==> config.mk <==
export PLATFORM = sky130hd
export DESIGN_NAME = mask_pattern_pass_block_filter_core
export DESIGN_NICKNAME = d
export VERILOG_FILES = /design/src/hdl/mpbf_pkg.sv /design/src/hdl/mpbf_ram.sv /design/src/hdl/mpbf_slot_bank.sv /design/src/hdl/mask_pattern_pass_block_filter_core.sv
export SDC_FILE = /design/constraint.sdc
export NUM_CORES = 2
export LEC_CHECK = 0
export ABC_AREA = 0
export BUFFER_PORTS_ARGS = -buffer_cell sky130_fd_sc_hd__buf_2
export CAP_MARGIN = 20
export CORE_ASPECT_RATIO = 0.6
export CORE_MARGIN = 2
export CORE_UTILIZATION = 30
export DETAILED_ROUTE_END_ITERATION = 10
export MAX_ROUTING_LAYER = met4
export PLACE_DENSITY = 0.53
export SYNTH_ARGS = -nofsm -noshare
export SYNTH_HDL_FRONTEND = slang
export SYNTH_SLANG_ARGS = --single-unit
==> constraint.sdc <==
create_clock -name clk_i -period 10.28 [get_ports clk_i]
set_clock_uncertainty 0.15 [all_clocks]
set_input_delay 0.514 -clock clk_i [delete_from_list [all_inputs] [get_ports clk_i]]
set_output_delay 0.514 -clock clk_i [all_outputs]
set_load 0.005 [all_outputs]
==> src/hdl/mpbf_pkg.sv <==
// Shared types, constants and codes of the mask/pattern filter bank.
`timescale 1ns / 1ps

package mpbf_pkg;

  localparam int NUM_FILTERS      = 8;
  localparam int MAX_FILTER_BYTES = 16;
  localparam int IDX_W            = (MAX_FILTER_BYTES > 1) ? $clog2(MAX_FILTER_BYTES) : 1;
  localparam int ENTRY_W          = 16;  // mask byte over pattern byte

  localparam logic [4:0] COUNT_MAX = 5'd31;

  typedef enum logic [2:0] {
    CMD_LOAD  = 3'd0,
    CMD_START = 3'd1,
    CMD_STOP  = 3'd2,
    CMD_CLEAR = 3'd3,
    CMD_MSG   = 3'd4
  } cmd_e;

  typedef enum logic [1:0] {
    ST_OK          = 2'd0,
    ST_BAD_KIND    = 2'd1,
    ST_NOT_ACTIVE  = 2'd2,
    ST_TOO_LONG    = 2'd3
  } status_e;

  localparam logic [1:0] KIND_PASS  = 2'd0;
  localparam logic [1:0] KIND_BLOCK = 2'd1;

  typedef struct packed {
    logic [2:0] command;
    logic [2:0] filter_slot;
    logic [3:0] byte_index;
    logic [7:0] mask_byte;
    logic [7:0] pattern_byte;
    logic [1:0] filter_kind;
    logic [4:0] mask_length;
    logic [4:0] pattern_length;
    logic [7:0] data_byte;
    logic       last_byte;
  } in_item_t;

  typedef struct packed {
    logic [1:0] status;
    logic       accepted;
    logic       is_message_result;
  } result_t;

  // Decoded operation from the item stage to the slot bank
  typedef struct packed {
    logic       load_en;
    logic       start_en;
    logic       stop_en;
    logic       clear_en;
    logic       msg_en;
    logic       last;
    logic [2:0] slot;
    logic [3:0] idx;
    logic [7:0] mask;
    logic [7:0] pattern;
    logic       is_block;
    logic [4:0] len;
    logic [7:0] data;
  } bank_ctrl_t;

  // Slot bank answers back to the item stage
  typedef struct packed {
    logic sel_active;
    logic has_pass;
    logic pass_hit;
    logic block_hit;
  } bank_stat_t;

endpackage

==> src/hdl/mpbf_ram.sv <==
// Generic single-port-write, registered-read RAM.
`timescale 1ns / 1ps

module mpbf_ram #(
  parameter int WIDTH = 16,
  parameter int DEPTH = 16
) (
  input  logic                                      clk_i,
  input  logic                                      we_i,
  input  logic [((DEPTH > 1) ? $clog2(DEPTH) : 1)-1:0] waddr_i,
  input  logic [WIDTH-1:0]                          wdata_i,
  input  logic [((DEPTH > 1) ? $clog2(DEPTH) : 1)-1:0] raddr_i,
  output logic [WIDTH-1:0]                          rdata_o
);

  logic [WIDTH-1:0] mem_q [DEPTH];
  logic [WIDTH-1:0] rdata_q;

  always_ff @(posedge clk_i) begin
    if (we_i) begin
      mem_q[waddr_i] <= wdata_i;
    end
    rdata_q <= mem_q[raddr_i];
  end

  assign rdata_o = rdata_q;

endmodule

==> src/hdl/mpbf_slot_bank.sv <==
// Filter slots: per-slot mask/pattern memories, slot state and byte compare.
`timescale 1ns / 1ps

module mpbf_slot_bank (
  input  logic               clk_i,
  input  logic               rst_ni,
  input  mpbf_pkg::bank_ctrl_t ctrl_i,
  input  logic [4:0]         count_q_i,    // position of the byte being handled
  input  logic [4:0]         count_inc_i,  // saturated count after this byte
  input  logic [4:0]         count_d_i,    // position of the next byte
  output mpbf_pkg::bank_stat_t stat_o
);

  import mpbf_pkg::*;

  logic [IDX_W-1:0]       rd_addr;
  logic [IDX_W-1:0]       wr_addr;
  logic [NUM_FILTERS-1:0] active_q, active_d;
  logic [NUM_FILTERS-1:0] block_q, block_d;
  logic [4:0]             len_q [NUM_FILTERS];
  logic [4:0]             len_d [NUM_FILTERS];
  logic [NUM_FILTERS-1:0] mism_q, mism_d, mism_new;
  logic [NUM_FILTERS-1:0] hit;
  logic [NUM_FILTERS-1:0] sel;

  assign rd_addr = IDX_W'(count_d_i);
  assign wr_addr = IDX_W'(ctrl_i.idx);

  for (genvar i = 0; i < NUM_FILTERS; i++) begin : g_slot
    logic [MAX_FILTER_BYTES-1:0] valid_q;
    logic                        valid_rd_q;
    logic                        fwd_q;
    logic [ENTRY_W-1:0]          fwd_data_q;
    logic [ENTRY_W-1:0]          ram_rdata;
    logic [ENTRY_W-1:0]          entry;
    logic                        we;
    logic                        neq;
    logic                        mism_bit;
    logic                        hit_bit;

    assign sel[i] = (32'(ctrl_i.slot) == i);
    assign we     = ctrl_i.load_en & sel[i];

    mpbf_ram #(
      .WIDTH (ENTRY_W),
      .DEPTH (MAX_FILTER_BYTES)
    ) u_ram (
      .clk_i   (clk_i),
      .we_i    (we),
      .waddr_i (wr_addr),
      .wdata_i ({ctrl_i.mask, ctrl_i.pattern}),
      .raddr_i (rd_addr),
      .rdata_o (ram_rdata)
    );

    // Entries never written read as zero
    always_ff @(posedge clk_i or negedge rst_ni) begin
      if (!rst_ni) begin
        valid_q    <= '0;
        valid_rd_q <= 1'b0;
        fwd_q      <= 1'b0;
      end else begin
        if (we) begin
          valid_q[wr_addr] <= 1'b1;
        end
        valid_rd_q <= valid_q[rd_addr];
        fwd_q      <= we && (wr_addr == rd_addr);
      end
    end

    // Forward a load that lands on the entry being prefetched
    always_ff @(posedge clk_i) begin
      fwd_data_q <= {ctrl_i.mask, ctrl_i.pattern};
    end

    always_comb begin
      if (fwd_q) begin
        entry = fwd_data_q;
      end else if (valid_rd_q) begin
        entry = ram_rdata;
      end else begin
        entry = '0;
      end
      neq = ((ctrl_i.data & entry[15:8]) != (entry[7:0] & entry[15:8]));
      mism_bit = mism_q[i] |
                 (ctrl_i.msg_en & active_q[i] & (count_q_i < len_q[i]) & neq);
      hit_bit = (len_q[i] == 5'd0) || (!mism_bit && (count_inc_i >= len_q[i]));
    end

    assign mism_new[i] = mism_bit;
    assign hit[i]      = hit_bit;
  end

  always_comb begin
    active_d = active_q;
    block_d  = block_q;
    len_d    = len_q;
    mism_d   = mism_new;
    for (int i = 0; i < NUM_FILTERS; i++) begin
      if (ctrl_i.clear_en) begin
        active_d[i] = 1'b0;
      end
      if (ctrl_i.stop_en && sel[i]) begin
        active_d[i] = 1'b0;
      end
      if (ctrl_i.start_en && sel[i]) begin
        active_d[i] = 1'b1;
        block_d[i]  = ctrl_i.is_block;
        len_d[i]    = ctrl_i.len;
        mism_d[i]   = 1'b0;
      end
      if (ctrl_i.msg_en && ctrl_i.last) begin
        mism_d[i] = 1'b0;
      end
    end
  end

  always_ff @(posedge clk_i or negedge rst_ni) begin
    if (!rst_ni) begin
      active_q <= '0;
      block_q  <= '0;
      mism_q   <= '0;
      for (int i = 0; i < NUM_FILTERS; i++) begin
        len_q[i] <= '0;
      end
    end else begin
      active_q <= active_d;
      block_q  <= block_d;
      mism_q   <= mism_d;
      len_q    <= len_d;
    end
  end

  always_comb begin
    stat_o = '0;
    for (int i = 0; i < NUM_FILTERS; i++) begin
      if (sel[i] && active_q[i]) begin
        stat_o.sel_active = 1'b1;
      end
      if (active_q[i] && block_q[i] && hit[i]) begin
        stat_o.block_hit = 1'b1;
      end
      if (active_q[i] && !block_q[i]) begin
        stat_o.has_pass = 1'b1;
        if (hit[i]) begin
          stat_o.pass_hit = 1'b1;
        end
      end
    end
  end

endmodule

==> src/hdl/mask_pattern_pass_block_filter_core.sv <==
// Top level of the mask/pattern pass/block receive filter bank.
`timescale 1ns / 1ps

// Receive acceptance filter bank. Drive one item per cycle with start; busy
// is never raised, so an item is taken at every edge where start is high.
// Each item passes an input register and then a result register: a command
// acknowledgement, or the verdict of a message at its last byte, appears on
// result_o from the result register, with result_valid_o high for exactly
// one cycle. Message bytes other than the last give no result, and
// undefined command codes are dropped silently. The receiver cannot stall,
// so sample result_o whenever result_valid_o is high. Throughput is one item
// per cycle; the mask and pattern memory of every slot is read ahead at the
// next byte position, which keeps the per-byte compare between the two
// registers. After reset all stored bytes read as zero through per-entry
// valid bits; no clearing pass is needed.
module mask_pattern_pass_block_filter_core (
  input  logic               clk_i,
  input  logic               rst_ni,
  input  logic               start,
  output logic               busy,
  input  mpbf_pkg::in_item_t in_item_i,
  output logic               result_valid_o,
  output mpbf_pkg::result_t  result_o
);

  import mpbf_pkg::*;

  logic       item_valid_q;
  in_item_t   item_q;
  logic [4:0] count_q, count_d, count_inc;
  logic       res_valid_q, res_valid_d;
  result_t    res_q, res_d;
  logic [4:0] start_len;
  logic       slot_ok;
  logic       idx_ok;
  logic       kind_ok;
  logic       len_ok;
  bank_ctrl_t ctrl;
  bank_stat_t stat;

  // Never stall the sender
  assign busy = 1'b0;

  // Input register
  always_ff @(posedge clk_i or negedge rst_ni) begin
    if (!rst_ni) begin
      item_valid_q <= 1'b0;
    end else begin
      item_valid_q <= start;
    end
  end

  always_ff @(posedge clk_i) begin
    if (start) begin
      item_q <= in_item_i;
    end
  end

  // Decode the held item
  assign start_len = (item_q.mask_length < item_q.pattern_length) ?
                     item_q.mask_length : item_q.pattern_length;
  assign slot_ok   = (32'(item_q.filter_slot) < NUM_FILTERS);
  assign idx_ok    = (32'(item_q.byte_index) < MAX_FILTER_BYTES);
  assign kind_ok   = (item_q.filter_kind == KIND_PASS) || (item_q.filter_kind == KIND_BLOCK);
  assign len_ok    = (32'(start_len) <= MAX_FILTER_BYTES);

  always_comb begin
    ctrl          = '0;
    ctrl.last     = item_q.last_byte;
    ctrl.slot     = item_q.filter_slot;
    ctrl.idx      = item_q.byte_index;
    ctrl.mask     = item_q.mask_byte;
    ctrl.pattern  = item_q.pattern_byte;
    ctrl.is_block = (item_q.filter_kind == KIND_BLOCK);
    ctrl.len      = start_len;
    ctrl.data     = item_q.data_byte;
    if (item_valid_q) begin
      case (item_q.command)
        CMD_LOAD:  ctrl.load_en  = slot_ok & idx_ok;
        CMD_START: ctrl.start_en = slot_ok & kind_ok & len_ok;
        CMD_STOP:  ctrl.stop_en  = slot_ok;
        CMD_CLEAR: ctrl.clear_en = 1'b1;
        CMD_MSG:   ctrl.msg_en   = 1'b1;
        default:   ctrl          = ctrl;
      endcase
    end
  end

  // Byte position within the message; saturate so long messages stay above
  // every filter length
  assign count_inc = (count_q == COUNT_MAX) ? count_q : (count_q + 5'd1);

  always_comb begin
    count_d = count_q;
    if (ctrl.msg_en) begin
      count_d = ctrl.last ? 5'd0 : count_inc;
    end
  end

  always_ff @(posedge clk_i or negedge rst_ni) begin
    if (!rst_ni) begin
      count_q <= '0;
    end else begin
      count_q <= count_d;
    end
  end

  mpbf_slot_bank u_bank (
    .clk_i       (clk_i),
    .rst_ni      (rst_ni),
    .ctrl_i      (ctrl),
    .count_q_i   (count_q),
    .count_inc_i (count_inc),
    .count_d_i   (count_d),
    .stat_o      (stat)
  );

  // Build the result for the held item
  always_comb begin
    res_valid_d = 1'b0;
    res_d       = '0;
    if (item_valid_q) begin
      case (item_q.command)
        CMD_MSG: begin
          res_valid_d             = item_q.last_byte;
          res_d.is_message_result = 1'b1;
          res_d.accepted          = !stat.block_hit && (!stat.has_pass || stat.pass_hit);
        end
        CMD_CLEAR: begin
          res_valid_d = 1'b1;
        end
        CMD_LOAD: begin
          res_valid_d = 1'b1;
          if (!slot_ok) begin
            res_d.status = ST_NOT_ACTIVE;
          end else if (!idx_ok) begin
            res_d.status = ST_TOO_LONG;
          end
        end
        CMD_START: begin
          res_valid_d = 1'b1;
          if (!slot_ok) begin
            res_d.status = ST_NOT_ACTIVE;
          end else if (!kind_ok) begin
            res_d.status = ST_BAD_KIND;
          end else if (!len_ok) begin
            res_d.status = ST_TOO_LONG;
          end
        end
        CMD_STOP: begin
          res_valid_d = 1'b1;
          if (!slot_ok || !stat.sel_active) begin
            res_d.status = ST_NOT_ACTIVE;
          end
        end
        default: begin
          res_valid_d = 1'b0;
        end
      endcase
    end
  end

  // Result register
  always_ff @(posedge clk_i or negedge rst_ni) begin
    if (!rst_ni) begin
      res_valid_q <= 1'b0;
    end else begin
      res_valid_q <= res_valid_d;
    end
  end

  always_ff @(posedge clk_i) begin
    res_q <= res_d;
  end

  assign result_valid_o = res_valid_q;
  assign result_o       = res_q;

  // A result only follows an item held in the input register
  a_res_from_item: assert property (@(posedge clk_i) disable iff (!rst_ni)
    res_valid_q |-> $past(item_valid_q))
    else $error("result without a held item");

  // Message verdicts always carry status ok
  a_msg_status_ok: assert property (@(posedge clk_i) disable iff (!rst_ni)
    (res_valid_q && res_q.is_message_result) |-> (res_q.status == ST_OK))
    else $error("message result with nonzero status");

  // Command acknowledgements never report acceptance
  a_ack_not_accepted: assert property (@(posedge clk_i) disable iff (!rst_ni)
    (res_valid_q && !res_q.is_message_result) |-> !res_q.accepted)
    else $error("command acknowledgement marked accepted");

  // The byte position restarts after the last byte of a message
  a_count_restart: assert property (@(posedge clk_i) disable iff (!rst_ni)
    (ctrl.msg_en && ctrl.last) |=> (count_q == 5'd0))
    else $error("byte position not cleared after last byte");

endmodule

==> flow_summary.yaml <==
outcome:
  status: "completed"
yosys:
  synth_warnings: 0
  synth_nets: 7175
  synth_area_leaders: "edfxtp_1 65%, dfrtp_1 5.5%, nand2_1 5.1%, a211oi_1 4.2%, a31oi_1 3.5%"
  netlist_instances: 7048
  ys.flop_type: "edfxtp_1"
  synth-edff-count: 2095
  synth-seq-cells: 2458
  synth_top_area_cell: "edfxtp_1"
  synth-async-reset-ratio_pct: 8.75
  synth_most_common_cell: "edfxtp_1"
  yosys.area.top_type_share_pct: 64.9
  synth_top_cells_by_count: "2095 x edfxtp_1, 1327 x nand2_1, 543 x a211oi_1, 543 x a31oi_1, 542 x and3_1"
  yosysUniqueCellTypes: 65
  syn_area_mm2: 0.0970
  yosysSeqAreaShare_pct: 73.5
  synth_area_per_cell_um2: 13.8
worst_setup_path:
  critical_path.endpoint_type: "flop"
  critPathKind: "flop to flop"
  worst-path-buf-inv: 3
  crit_required_ns: 10.90
  cp_top_family: "buffers and inverters"
  r2r-start: "count_q[0]$_DFF_PN0_"
  cp_slowest_stage_delay_ns: 0.73
  crit_start: "count_q[0]$_DFF_PN0_"
  slowest_stage: "dfrtp_1"
  critical_path_arrival_ns: 6.37
  crit_path_cell_trace: "ha_1, and4_1, or3_1, a21o_4, and2_4, buf_4, buf_4, buf_4, nand2_1, a31oi_1, a22oi_1, nand2_1"
  start_kind: "flop"
  cpMostUsedCell: "buf_4"
  critical_path_peak_fanout: 55
clocking:
  cts_tree: "built"
  post-cts-setup-buffer-count: 0
  root_buffer: "clkbuf_16"
  clock_path_buffers: 4
  clk_latency_ns: 0.89
  cts_sinks: 2458
  numCtsBuffers: 213
  cts.clk_slew.worst_paths_ns: 0.07
  htreeDepth: 4
sta:
  hold_slack_ns: 0.0848
  rsz0062_at_grt: "no"
  slew_headroom_pct: 18.7
  setup_viol: 0
  worst_pin_slew_ns: 1.22
  slew_violations: 0
  fin_tns_setup_ns: 0
  fmax_mhz: 174
  fin_crit_sh_pct: 55.9
  finalHoldViolations: 0
  period_needed_ns: 5.75
power_and_ir_drop:
  leakage_nw: 38.3
  power.total_mw: 23.9
  powerDensity_mw_per_mm2: 217
  ir_worst_vdd_mv: 0.148
placed_design:
  port_buffers: 54
  gp_congestion: 0.830
  hpwl_mm: 154
  dpl_cell_area_mm2: 0.103
floorplanning:
  dieArea_mm2: 0.328
  core_mm2: 0.321
  start_util_pct: 30.2
  die_height_um: 444
  chipWidth_um: 738
  rows: 161
  ios: 56
global_routing:
  antenna_found_initial: 10
  grt_pass1_vias: 58300
  globalRouteOverflowTotal: 0
  grt_max_degree: 207
  grt_pass1_wl_mm: 419
  grtUsageTotal_pct: 17.5
route:
  vias_per_cell: 5.30
  routed-via-count: 61500
  wirelength_mm: 289
  ant_nets: 0
  first_iter_violations: 7930
  routedWlPerCell_um: 24.9
  post-route-drc-count: 0
  drtPass1Iterations: 6
layout:
  ff_latch_area_mm2: 0.0713
  multi_input_area_mm2: 0.0236
  postLayoutCoreUtil_pct: 34.4
  fillCellCount: 31000
  areaGrowthSynthToFinish_pct: 13.8
  design_area_mm2: 0.110
  final_nets: 7223
  final_layout_size_suffix_gt1_share_pct: 11.5
min_path:
  hold_path.class: "input pin to async pin"
run:
  max_cap_violations: 0
-- registers in the layout, indices dropped and copies added (netlist names) --
name and flops:
result_o 4, u_bank.g_slot.u_ram.mem_q 2048, u_bank.g_slot.fwd_q 8, u_bank.g_slot.valid_q 128, u_bank.active_q 8, u_bank.mism_q 8
u_bank.g_slot.u_ram.rdata_o 128, result_valid_o 1, u_bank.g_slot.valid_rd_q 8, count_q 5, u_bank.len_q 40, u_bank.g_slot.fwd_data_q 16
item_q 47, item_valid_q 1, u_bank.block_q 8
-- metrics by stage --
| stage | worst slack, ns | cells |
|---|---|---|
| after detailed placement | 4.59 | 11100 |
| after global placement | 4.71 | 11100 |
| after global routing | 4.24 | 11600 |
| after CTS | 4.56 | 11600 |
| final | 4.53 | 11600 |
| after floorplan | 6.99 | 7048 |
-- placed cells by master, fill, tap and decap left out, types with 37 or more instances in the layout --
cell type / Yosys / final
xor2_1: 72 / 72
nand2_1: 1327 / 1326
dfrtp_1: 215 / 215
clkbuf_16: 0 / 222
nor2_2: 1 / 79
clkinv_2: 0 / 37
ha_1: 77 / 77
a22oi_1: 310 / 310
nor2_1: 164 / 81
dfxtp_1: 148 / 148
a211oi_1: 543 / 543
or2_2: 128 / 128
inv_1: 45 / 45
edfxtp_1: 2095 / 2095
o21ai_0: 53 / 53
buf_2: 105 / 53
dlygate4sd3_1: 0 / 49
and3_1: 542 / 542
buf_4: 39 / 198
a31oi_1: 543 / 543
clkbuf_1: 364 / 61
-- layout make-up --
cell class	instances	area share (%)
antenna	3	0.00680
clock buffer	308	5.55
clock inverter	82	0.581
tap	4319	4.90
sequential	2458	64.5
inverter	46	0.163
multi-input combinational	4024	21.4
timing repair buffer	353	2.89
-- power breakdown --
part | leakage [nW] | total [mW] | internal (mW) | switching, mW
Sequential | 23.1 | 11.4 | 11.2 | 0.189
Combinational | 11.9 | 4.49 | 1.38 | 3.11
Clock | 3.34 | 8.08 | 4.38 | 3.69
Total | 38.3 | 23.9 | 16.9 | 6.99
-- worst paths after layout --
path                                                                  end  slack, ns  cells past startpoint
worst max-delay path            u_bank.g_slot[2].u_ram.rdata_o[9]$_DFF_P_       4.53                     12
worst min-delay path              u_bank.g_slot[5].valid_q[9]$_DFFE_PN0P_       0.08                      2
worst max register to register  u_bank.g_slot[2].u_ram.rdata_o[9]$_DFF_P_       4.53                     12
worst min register to register    u_bank.g_slot[6].valid_q[8]$_DFFE_PN0P_       0.31                      1
max in group asynchronous         u_bank.g_slot[2].valid_q[4]$_DFFE_PN0P_       8.47                      4
min in group clk_i                                   item_q[26]$_DFFE_PP_       0.19                      2
-- timing repair --
action	4_1_cts	5_1_grt
endpoints found under the hold margin	156	0
endpoints found under the setup margin	0	0
resized for setup	0	0
hold buffers	49	0
-- per-layer routing --
layer | GRT usage (%) | routed length [um] | share of wire (%)
met1 | 27.4 | 139000 | 48
met2 | 23.6 | 119000 | 41
met3 | 3.57 | 27200 | 9.4
met5 | - | 0 | 0
met4 | 2.33 | 3770 | 1.3
-- logic make-up (layout without fill, tap and decap cells) --
kind of cell               Yosys count  count (layout)  synth area share [%]
and+or+nand+nor                   2291            2291                  10.9
buffers and inverters              566             789                  2.49
AOI/OAI and AO/OA                 1560            1560                  11.2
DFF                               2458            2458                  73.5
other                                1               4               0.00387
muxes                               19              19                 0.212
adders and majority gates           77              77                 0.993
xor gates and xnor gates            76              76                 0.686
Note: power is estimated with default switching activity, not from simulation.
